<file path="src/rtl/sorted_list_engine_defines.svh">
// Assertion macros shared by the sorted list engine RTL.
`ifndef SORTED_LIST_ENGINE_DEFINES_SVH
`define SORTED_LIST_ENGINE_DEFINES_SVH

// A condition in a cycle implies another condition in the same cycle.
`define SLE_ASSERT_SAME(label, pre, post, msg) \
  label: assert property (@(posedge clk) disable iff (!rst_n) (pre) |-> (post)) \
    else $error(msg);

// A condition in a cycle implies another condition in the following cycle.
`define SLE_ASSERT_NEXT(label, pre, post, msg) \
  label: assert property (@(posedge clk) disable iff (!rst_n) (pre) |=> (post)) \
    else $error(msg);

`endif

</file>
<file path="src/rtl/sle_pkg.sv">
// Constants and request and status codes of the sorted list engine.
`timescale 1ns / 1ps
package sle_pkg;

  // Number of stored values and the widths that follow from it.
  localparam int CAPACITY = 32;
  localparam int AW       = $clog2(CAPACITY);
  localparam int CW       = $clog2(CAPACITY + 1);
  localparam int DW       = 32;

  // Request codes.
  typedef logic [1:0] req_t;
  localparam req_t REQ_INSERT = 2'd0;
  localparam req_t REQ_DELETE = 2'd1;
  localparam req_t REQ_READ   = 2'd2;

  // Result status codes.
  typedef logic [1:0] status_t;
  localparam status_t ST_OK       = 2'd0;
  localparam status_t ST_FULL     = 2'd1;
  localparam status_t ST_EMPTY    = 2'd2;
  localparam status_t ST_NOTFOUND = 2'd3;

endpackage

</file>
<file path="src/rtl/sle_ram.sv">
// Generic simple dual-port RAM with one write port and a registered read port.
`timescale 1ns / 1ps
module sle_ram #(
  parameter int WIDTH = 32,
  parameter int DEPTH = 32
) (
  input  logic                     clk,
  input  logic                     we,
  input  logic [$clog2(DEPTH)-1:0] waddr,
  input  logic [WIDTH-1:0]         wdata,
  input  logic                     re,
  input  logic [$clog2(DEPTH)-1:0] raddr,
  output logic [WIDTH-1:0]         rdata
);

  logic [WIDTH-1:0] mem [DEPTH];

  // Write port.
  always_ff @(posedge clk) begin
    if (we) begin
      mem[waddr] <= wdata;
    end
  end

  // Read port; the data holds while no read is issued.
  always_ff @(posedge clk) begin
    if (re) begin
      rdata <= mem[raddr];
    end
  end

endmodule

</file>
<file path="src/rtl/sorted_list_engine.sv">
// Top level of the sorted list engine: request sequencer around the value RAM.
//
//   Channel | Direction | Handshake         | Payload
//   in_     | request   | in_valid/in_ready | in_req_type, in_value
//   out_    | result    | out_valid/out_ready | out_status, out_item, out_last
//
// Values sit in ascending order at RAM addresses 0 to occupancy-1.
// Insert walks down from the top, moving each greater-or-equal value up one
// place per cycle; when the list is empty or full it needs no walk. Delete
// walks up from address 0, moving later values down one place. Read out
// streams one value per cycle through the RAM read register and the output
// register, and halts while out_ready is low. After reset the list is empty;
// the RAM needs no clearing pass. A new request is taken once the previous
// result has entered the output register, even while it still waits there.
`timescale 1ns / 1ps
`include "sorted_list_engine_defines.svh"
module sorted_list_engine
  import sle_pkg::*;
(
  input  logic                 clk,
  input  logic                 rst_n,
  input  logic                 in_valid,
  output logic                 in_ready,
  input  logic [1:0]           in_req_type,
  input  logic signed [DW-1:0] in_value,
  output logic                 out_valid,
  input  logic                 out_ready,
  output logic [1:0]           out_status,
  output logic signed [DW-1:0] out_item,
  output logic                 out_last
);

  typedef enum logic [2:0] {
    S_IDLE,
    S_INS,
    S_INS_LAST,
    S_DEL,
    S_READ,
    S_RESP
  } state_t;

  state_t               state_r, state_nxt;
  logic [CW-1:0]        occ_r, occ_nxt;
  logic [AW-1:0]        idx_r, idx_nxt;
  logic                 found_r, found_nxt;
  logic signed [DW-1:0] val_r, val_nxt;
  status_t              rstat_r, rstat_nxt;
  logic                 out_valid_r, out_valid_nxt;
  status_t              out_status_r, out_status_nxt;
  logic signed [DW-1:0] out_item_r, out_item_nxt;
  logic                 out_last_r, out_last_nxt;

  logic                 ram_we;
  logic [AW-1:0]        ram_waddr;
  logic [DW-1:0]        ram_wdata;
  logic                 ram_re;
  logic [AW-1:0]        ram_raddr;
  logic [DW-1:0]        ram_rdata;

  logic                 out_free;
  logic [CW-1:0]        occ_m1;
  logic                 at_end;
  logic                 rd_less;
  logic                 rd_match;
  logic                 in_acc;
  logic                 out_phase;

  // Value store.
  sle_ram #(
    .WIDTH (DW),
    .DEPTH (CAPACITY)
  ) u_ram (
    .clk   (clk),
    .we    (ram_we),
    .waddr (ram_waddr),
    .wdata (ram_wdata),
    .re    (ram_re),
    .raddr (ram_raddr),
    .rdata (ram_rdata)
  );

  // Helper terms for the walks.
  assign out_free  = !out_valid_r || out_ready;
  assign occ_m1    = occ_r - CW'(1);
  assign at_end    = ({1'b0, idx_r} == occ_m1);
  assign rd_less   = ($signed(ram_rdata) < val_r);
  assign rd_match  = (ram_rdata == val_r);
  assign in_acc    = in_valid && in_ready;
  assign in_ready  = (state_r == S_IDLE);
  assign out_phase = (state_r == S_READ) || (state_r == S_RESP);

  // Sequencer next-state logic.
  always_comb begin
    state_nxt      = state_r;
    occ_nxt        = occ_r;
    idx_nxt        = idx_r;
    found_nxt      = found_r;
    val_nxt        = val_r;
    rstat_nxt      = rstat_r;
    out_valid_nxt  = out_valid_r;
    out_status_nxt = out_status_r;
    out_item_nxt   = out_item_r;
    out_last_nxt   = out_last_r;
    ram_we         = 1'b0;
    ram_waddr      = idx_r;
    ram_wdata      = val_r;
    ram_re         = 1'b0;
    ram_raddr      = idx_r;

    // The consumer takes the current result.
    if (out_valid_r && out_ready) begin
      out_valid_nxt = 1'b0;
    end

    unique case (state_r)
      S_IDLE: begin
        if (in_acc) begin
          val_nxt = in_value;
          case (in_req_type)
            REQ_INSERT: begin
              if (occ_r == CW'(CAPACITY)) begin
                rstat_nxt = ST_FULL;
                state_nxt = S_RESP;
              end else if (occ_r == '0) begin
                ram_we    = 1'b1;
                ram_waddr = '0;
                ram_wdata = in_value;
                occ_nxt   = occ_r + CW'(1);
                rstat_nxt = ST_OK;
                state_nxt = S_RESP;
              end else begin
                ram_re    = 1'b1;
                ram_raddr = occ_m1[AW-1:0];
                idx_nxt   = occ_r[AW-1:0];
                state_nxt = S_INS;
              end
            end
            REQ_DELETE: begin
              if (occ_r == '0) begin
                rstat_nxt = ST_EMPTY;
                state_nxt = S_RESP;
              end else begin
                ram_re    = 1'b1;
                ram_raddr = '0;
                idx_nxt   = '0;
                found_nxt = 1'b0;
                state_nxt = S_DEL;
              end
            end
            REQ_READ: begin
              if (occ_r == '0) begin
                rstat_nxt = ST_EMPTY;
                state_nxt = S_RESP;
              end else begin
                ram_re    = 1'b1;
                ram_raddr = '0;
                idx_nxt   = '0;
                state_nxt = S_READ;
              end
            end
            default: begin
              state_nxt = S_IDLE;
            end
          endcase
        end
      end

      // Read data is the value at idx_r-1; idx_r is the free slot above it.
      S_INS: begin
        ram_we = 1'b1;
        if (!rd_less) begin
          ram_waddr = idx_r;
          ram_wdata = ram_rdata;
          idx_nxt   = idx_r - AW'(1);
          if (idx_r == AW'(1)) begin
            state_nxt = S_INS_LAST;
          end else begin
            ram_re    = 1'b1;
            ram_raddr = idx_r - AW'(2);
          end
        end else begin
          ram_waddr = idx_r;
          ram_wdata = val_r;
          occ_nxt   = occ_r + CW'(1);
          rstat_nxt = ST_OK;
          state_nxt = S_RESP;
        end
      end

      // Every stored value moved up; the new value goes to the bottom.
      S_INS_LAST: begin
        ram_we    = 1'b1;
        ram_waddr = '0;
        ram_wdata = val_r;
        occ_nxt   = occ_r + CW'(1);
        rstat_nxt = ST_OK;
        state_nxt = S_RESP;
      end

      // Read data is the value at idx_r; values after the match move down.
      S_DEL: begin
        if (found_r) begin
          ram_we    = 1'b1;
          ram_waddr = idx_r - AW'(1);
          ram_wdata = ram_rdata;
        end else if (rd_match) begin
          found_nxt = 1'b1;
        end
        if (at_end) begin
          if (found_r || rd_match) begin
            occ_nxt   = occ_m1;
            rstat_nxt = ST_OK;
          end else begin
            rstat_nxt = ST_NOTFOUND;
          end
          state_nxt = S_RESP;
        end else begin
          ram_re    = 1'b1;
          ram_raddr = idx_r + AW'(1);
          idx_nxt   = idx_r + AW'(1);
        end
      end

      // Read data holds the value at idx_r until the output register takes it.
      S_READ: begin
        if (out_free) begin
          out_valid_nxt  = 1'b1;
          out_status_nxt = ST_OK;
          out_item_nxt   = $signed(ram_rdata);
          out_last_nxt   = at_end;
          if (at_end) begin
            state_nxt = S_IDLE;
          end else begin
            ram_re    = 1'b1;
            ram_raddr = idx_r + AW'(1);
            idx_nxt   = idx_r + AW'(1);
          end
        end
      end

      // Single result of an insert, a delete or an empty read out.
      S_RESP: begin
        if (out_free) begin
          out_valid_nxt  = 1'b1;
          out_status_nxt = rstat_r;
          out_item_nxt   = '0;
          out_last_nxt   = 1'b1;
          state_nxt      = S_IDLE;
        end
      end

      default: begin
        state_nxt = S_IDLE;
      end
    endcase
  end

  // State and registered outputs.
  always_ff @(posedge clk) begin
    if (!rst_n) begin
      state_r     <= S_IDLE;
      occ_r       <= '0;
      out_valid_r <= 1'b0;
    end else begin
      state_r     <= state_nxt;
      occ_r       <= occ_nxt;
      out_valid_r <= out_valid_nxt;
    end
    idx_r        <= idx_nxt;
    found_r      <= found_nxt;
    val_r        <= val_nxt;
    rstat_r      <= rstat_nxt;
    out_status_r <= out_status_nxt;
    out_item_r   <= out_item_nxt;
    out_last_r   <= out_last_nxt;
  end

  assign out_valid  = out_valid_r;
  assign out_status = out_status_r;
  assign out_item   = out_item_r;
  assign out_last   = out_last_r;

  // Checks on the sequencer.
  `SLE_ASSERT_SAME(a_occ_bound, 1'b1, occ_r <= CW'(CAPACITY), "occupancy above capacity")
  `SLE_ASSERT_SAME(a_read_no_write, state_r == S_READ, !ram_we, "RAM written during read out")
  `SLE_ASSERT_SAME(a_err_last, out_valid && (out_status != ST_OK), out_last, "error not last")
  `SLE_ASSERT_NEXT(a_occ_idle, out_phase, $stable(occ_r), "occupancy changed outside a walk")

endmodule
</file>
<file path="config.mk">
export PLATFORM = sky130hd
export DESIGN_NAME = sorted_list_engine
export DESIGN_NICKNAME = d
export VERILOG_FILES = /design/src/rtl/sle_pkg.sv /design/src/rtl/sle_ram.sv /design/src/rtl/sorted_list_engine.sv
export VERILOG_INCLUDE_DIRS = /design/src /design/src/rtl
export SDC_FILE = /design/constraint.sdc
export NUM_CORES = 2
export LEC_CHECK = 0
export BUFFER_PORTS_ARGS = -buffer_cell sky130_fd_sc_hd__buf_2
export CAP_MARGIN = 10
export CORE_MARGIN = 10
export CORE_UTILIZATION = 37
export DETAILED_ROUTE_END_ITERATION = 7
export PLACE_DENSITY_LB_ADDON = 0.15
export SETUP_SLACK_MARGIN = 0.4
export SLEW_MARGIN = 20
export SYNTH_ARGS = -nofsm -noshare
export SYNTH_HDL_FRONTEND = slang
export SYNTH_SLANG_ARGS = --single-unit
</file>
<file path="constraint.sdc">
create_clock -name clk -period 4.27 [get_ports clk]
set_input_delay 0.854 -clock clk [delete_from_list [all_inputs] [get_ports clk]]
set_output_delay 0.854 -clock clk [all_outputs]
set_load 0.02 [all_outputs]
</file>
==> flow_metrics.py <==
metrics = {
    "flow_run": {
        "drv_cap": 0,
    },
    "placed_design": {
        "dp_slack_ns": -1.163,
        "port_buffers": 74,
        "dp_hpwl_um": 99950,
        "place_inst": 5671,
        "place_congestion": 0.8682,
    },
    "timing": {
        "fmax_mhz": 209.6,
        "relSlewSlack": 0.2401,
        "holdWs_ns": 0.2945,
        "hold_viol_final": 0,
        "setup_viol": 32,
        "final.period_utilization": 1.117,
        "worstMarginPinSlew_ns": 1.140,
        "fin_skew_ns": 0.05859,
        "layout_setup_ws_ns": -0.5005,
        "slew_viol_final": 0,
        "final.min_clock_period_ns": 4.771,
        "rsz0062_at_grt": "yes",
    },
    "synth": {
        "synth_nets": 3699,
        "syn_inst": 3617,
        "ys_seq_area_frac": 0.7105,
        "avgSynthCellArea_um2": 13.29,
        "yosys_warnings": 0,
        "synth-seq-cells": 1141,
        "async_reset_ff_frac": 0,
        "syn-cell-area_um2": 48080,
        "synth_edf_count": 1131,
        "ys.flop_type": "edfxtp_1",
        "yosysUniqueCellTypes": 71,
    },
    "final_layout": {
        "fillCellCount": 11070,
        "final_cell_mix": "edfxtp_1, nand2_1, buf_4, and3_1, nand3_1",
        "syn2layout_area_growth_pct": 33.40,
        "final_nets": 4256,
        "drive_gt1_frac": 0.3083,
        "fin_cells": 6015,
        "final_common_cell": "edfxtp_1",
    },
    "critical_path": {
        "cpMaxStageDelayCell": "edfxtp_1",
        "crit_chain": "ha_4 > a21oi_2 > o21ai_2 > a221oi_2 > a31oi_4 > buf_6 > or4_4 > a222oi_1 > buf_4 > nand2_8 > buf_16 > buf_6 > buf_6 > a211oi_2 > nor3b_2 > buf_4 > nor4_4 > buf_4 > nand4_1",
        "worstPathRequired_ns": 4.69,
        "slowest_delay_ns": 0.55,
        "crit_arrival_ns": 5.19,
        "setup.worst_path.end_class": "register",
        "path_class": "register to register",
        "worst_setup_path_start_kind": "register",
        "critPathMaxFanout": 6,
    },
    "drt": {
        "drt.antenna.violating_nets": 0,
        "first_iter_violations": 3152,
        "routed_via_density": 5.680,
        "first_pass_iters": 6,
        "routedWlPerCell_um": 28.40,
        "routed_wl_um": 170800,
        "drc_errors": 0,
        "vias": 34170,
    },
    "grt": {
        "first_global_vias": 32570,
        "grt_first_pass_wirelength_um": 240500,
        "grt_usage": 0.2241,
        "antenna_found_initial": 2,
        "grt_max_degree": 57,
        "grt_overflow_total": 0,
    },
    "floorplanning": {
        "die_x_um": 380.5,
        "rows": 132,
        "core_area_um2": 129300,
        "die-area_um2": 144800,
        "initial_utilization": 0.3718,
        "ioPinCount": 75,
        "die_h_um": 380.5,
    },
    "clock_network": {
        "clockRootBuffer": "clkbuf_16",
        "cts_max_level": 3,
        "clkSinkCount": 1141,
        "path_clk_slew_ns": 0.06,
        "cts.path.max_buffers": 3,
        "clk_latency_ns": 0.77,
        "cts_tree": "built",
        "numCtsBuffers": 120,
    },
    "hold_path": {
        "min_path_type": "primary input to register",
    },
    "outcome": {
        "status": "complete, but fails checks",
        "violations": "negative setup slack",
    },
}
## synth_stat cells, types with 47 or more instances
cell         n  area, um2
buf_2       59      295.3
and3_1     249       1558
nor2_1      75      281.5
o21ai_0     94      470.5
edfxtp_1  1131      33960
nand2_1    638       2395
inv_1       47      176.4
nor3b_1     55      412.9
a21oi_1     50      250.2
a211oi_1   249       1869
nand3_1    210       1051
a311oi_1    78      683.2
a31oi_1     74      462.9
clkbuf_1   199      747.0
## logic make-up after synthesis
| family | share of synthesized area |
|---|---|
| AO/OA/AOI/OAI | 0.09826 |
| flip-flops | 0.7105 |
| buffers and inverters | 0.02730 |
| AND/OR/NAND/NOR | 0.1418 |
| XOR/XNOR | 0.002472 |
| multiplexers | 0.008197 |
| adder cells (fa/ha/maj) | 0.01145 |
## cell type report
| class | count | area (um2) | share of cell area |
|---|---|---|---|
| repair buffers | 707 | 8184 | 0.1276 |
| clock buffers | 147 | 3177 | 0.04953 |
| diodes | 4 | 10.01 | 0.0001561 |
| clock inverters | 70 | 802.0 | 0.01250 |
| inverters | 47 | 176.4 | 0.002751 |
| well taps | 1742 | 2180 | 0.03398 |
| multi-input cells | 2157 | 15450 | 0.2408 |
| flip-flops and latches | 1141 | 34160 | 0.5326 |
## stage by stage
step / area [um2] / util / TNS, ns
2_1_floorplan: 48290 / - / -1.704
3_3_place_gp: 55750 / 0.4311 / -23.39
3_5_place_dp: 55750 / 0.4311 / -24.38
4_1_cts: 61890 / 0.4786 / -16.78
5_1_grt: 64130 / 0.4959 / -16.92
6_report: 64140 / 0.4960 / -11.35
## state kept, by name (all words and copies together) (netlist names)
name         cells
state_r          3
out_last         1
out_item        32
rstat_r          2
out_valid        1
u_ram.mem     1024
idx_r            5
val_r           32
occ_r            6
out_status       2
u_ram.rdata     32
found_r          1
## worst max-delay path: cells and delay by family (launching register included)
kind | cells | cell delay, ns
adders and majority gates | 1 | 0.31
and+or+nand+nor | 5 | 1.09
AOI/OAI and AO/OA | 6 | 1.29
buffers and inverters | 7 | 1.17
DFF | 1 | 0.55
## worst paths after layout
path / end / cells past startpoint / start / slack, ns
max: u_ram.rdata[27] / 19 / u_ram.rdata[15] / -0.50
min: val_r[30] / 1 / in_value[30] / 0.29
max reg2reg: u_ram.rdata[27] / 19 / u_ram.rdata[15] / -0.50
min reg2reg: out_status[1] / 1 / rstat_r[1] / 0.56
## per-layer routing
layer,routed length (um),track usage,share of wire
met5,0,0,0
met4,5392,0.06887,0.032
met3,10580,0.02992,0.062
met2,80910,0.3611,0.47
met1,73930,0.3135,0.43
## timing repair
action / in CTS / in global routing
cloned: 20 / 15
resized for setup: 237 / 285
setup endpoints to repair: 1973 / 1698
setup buffers: 48 / 40
pin swaps: 96 / 126
hold buffers: 0 / 0
Power is left out: the tool's default activity adds up to more than one toggle a clock period on the data nets, which glitch-free logic cannot reach.
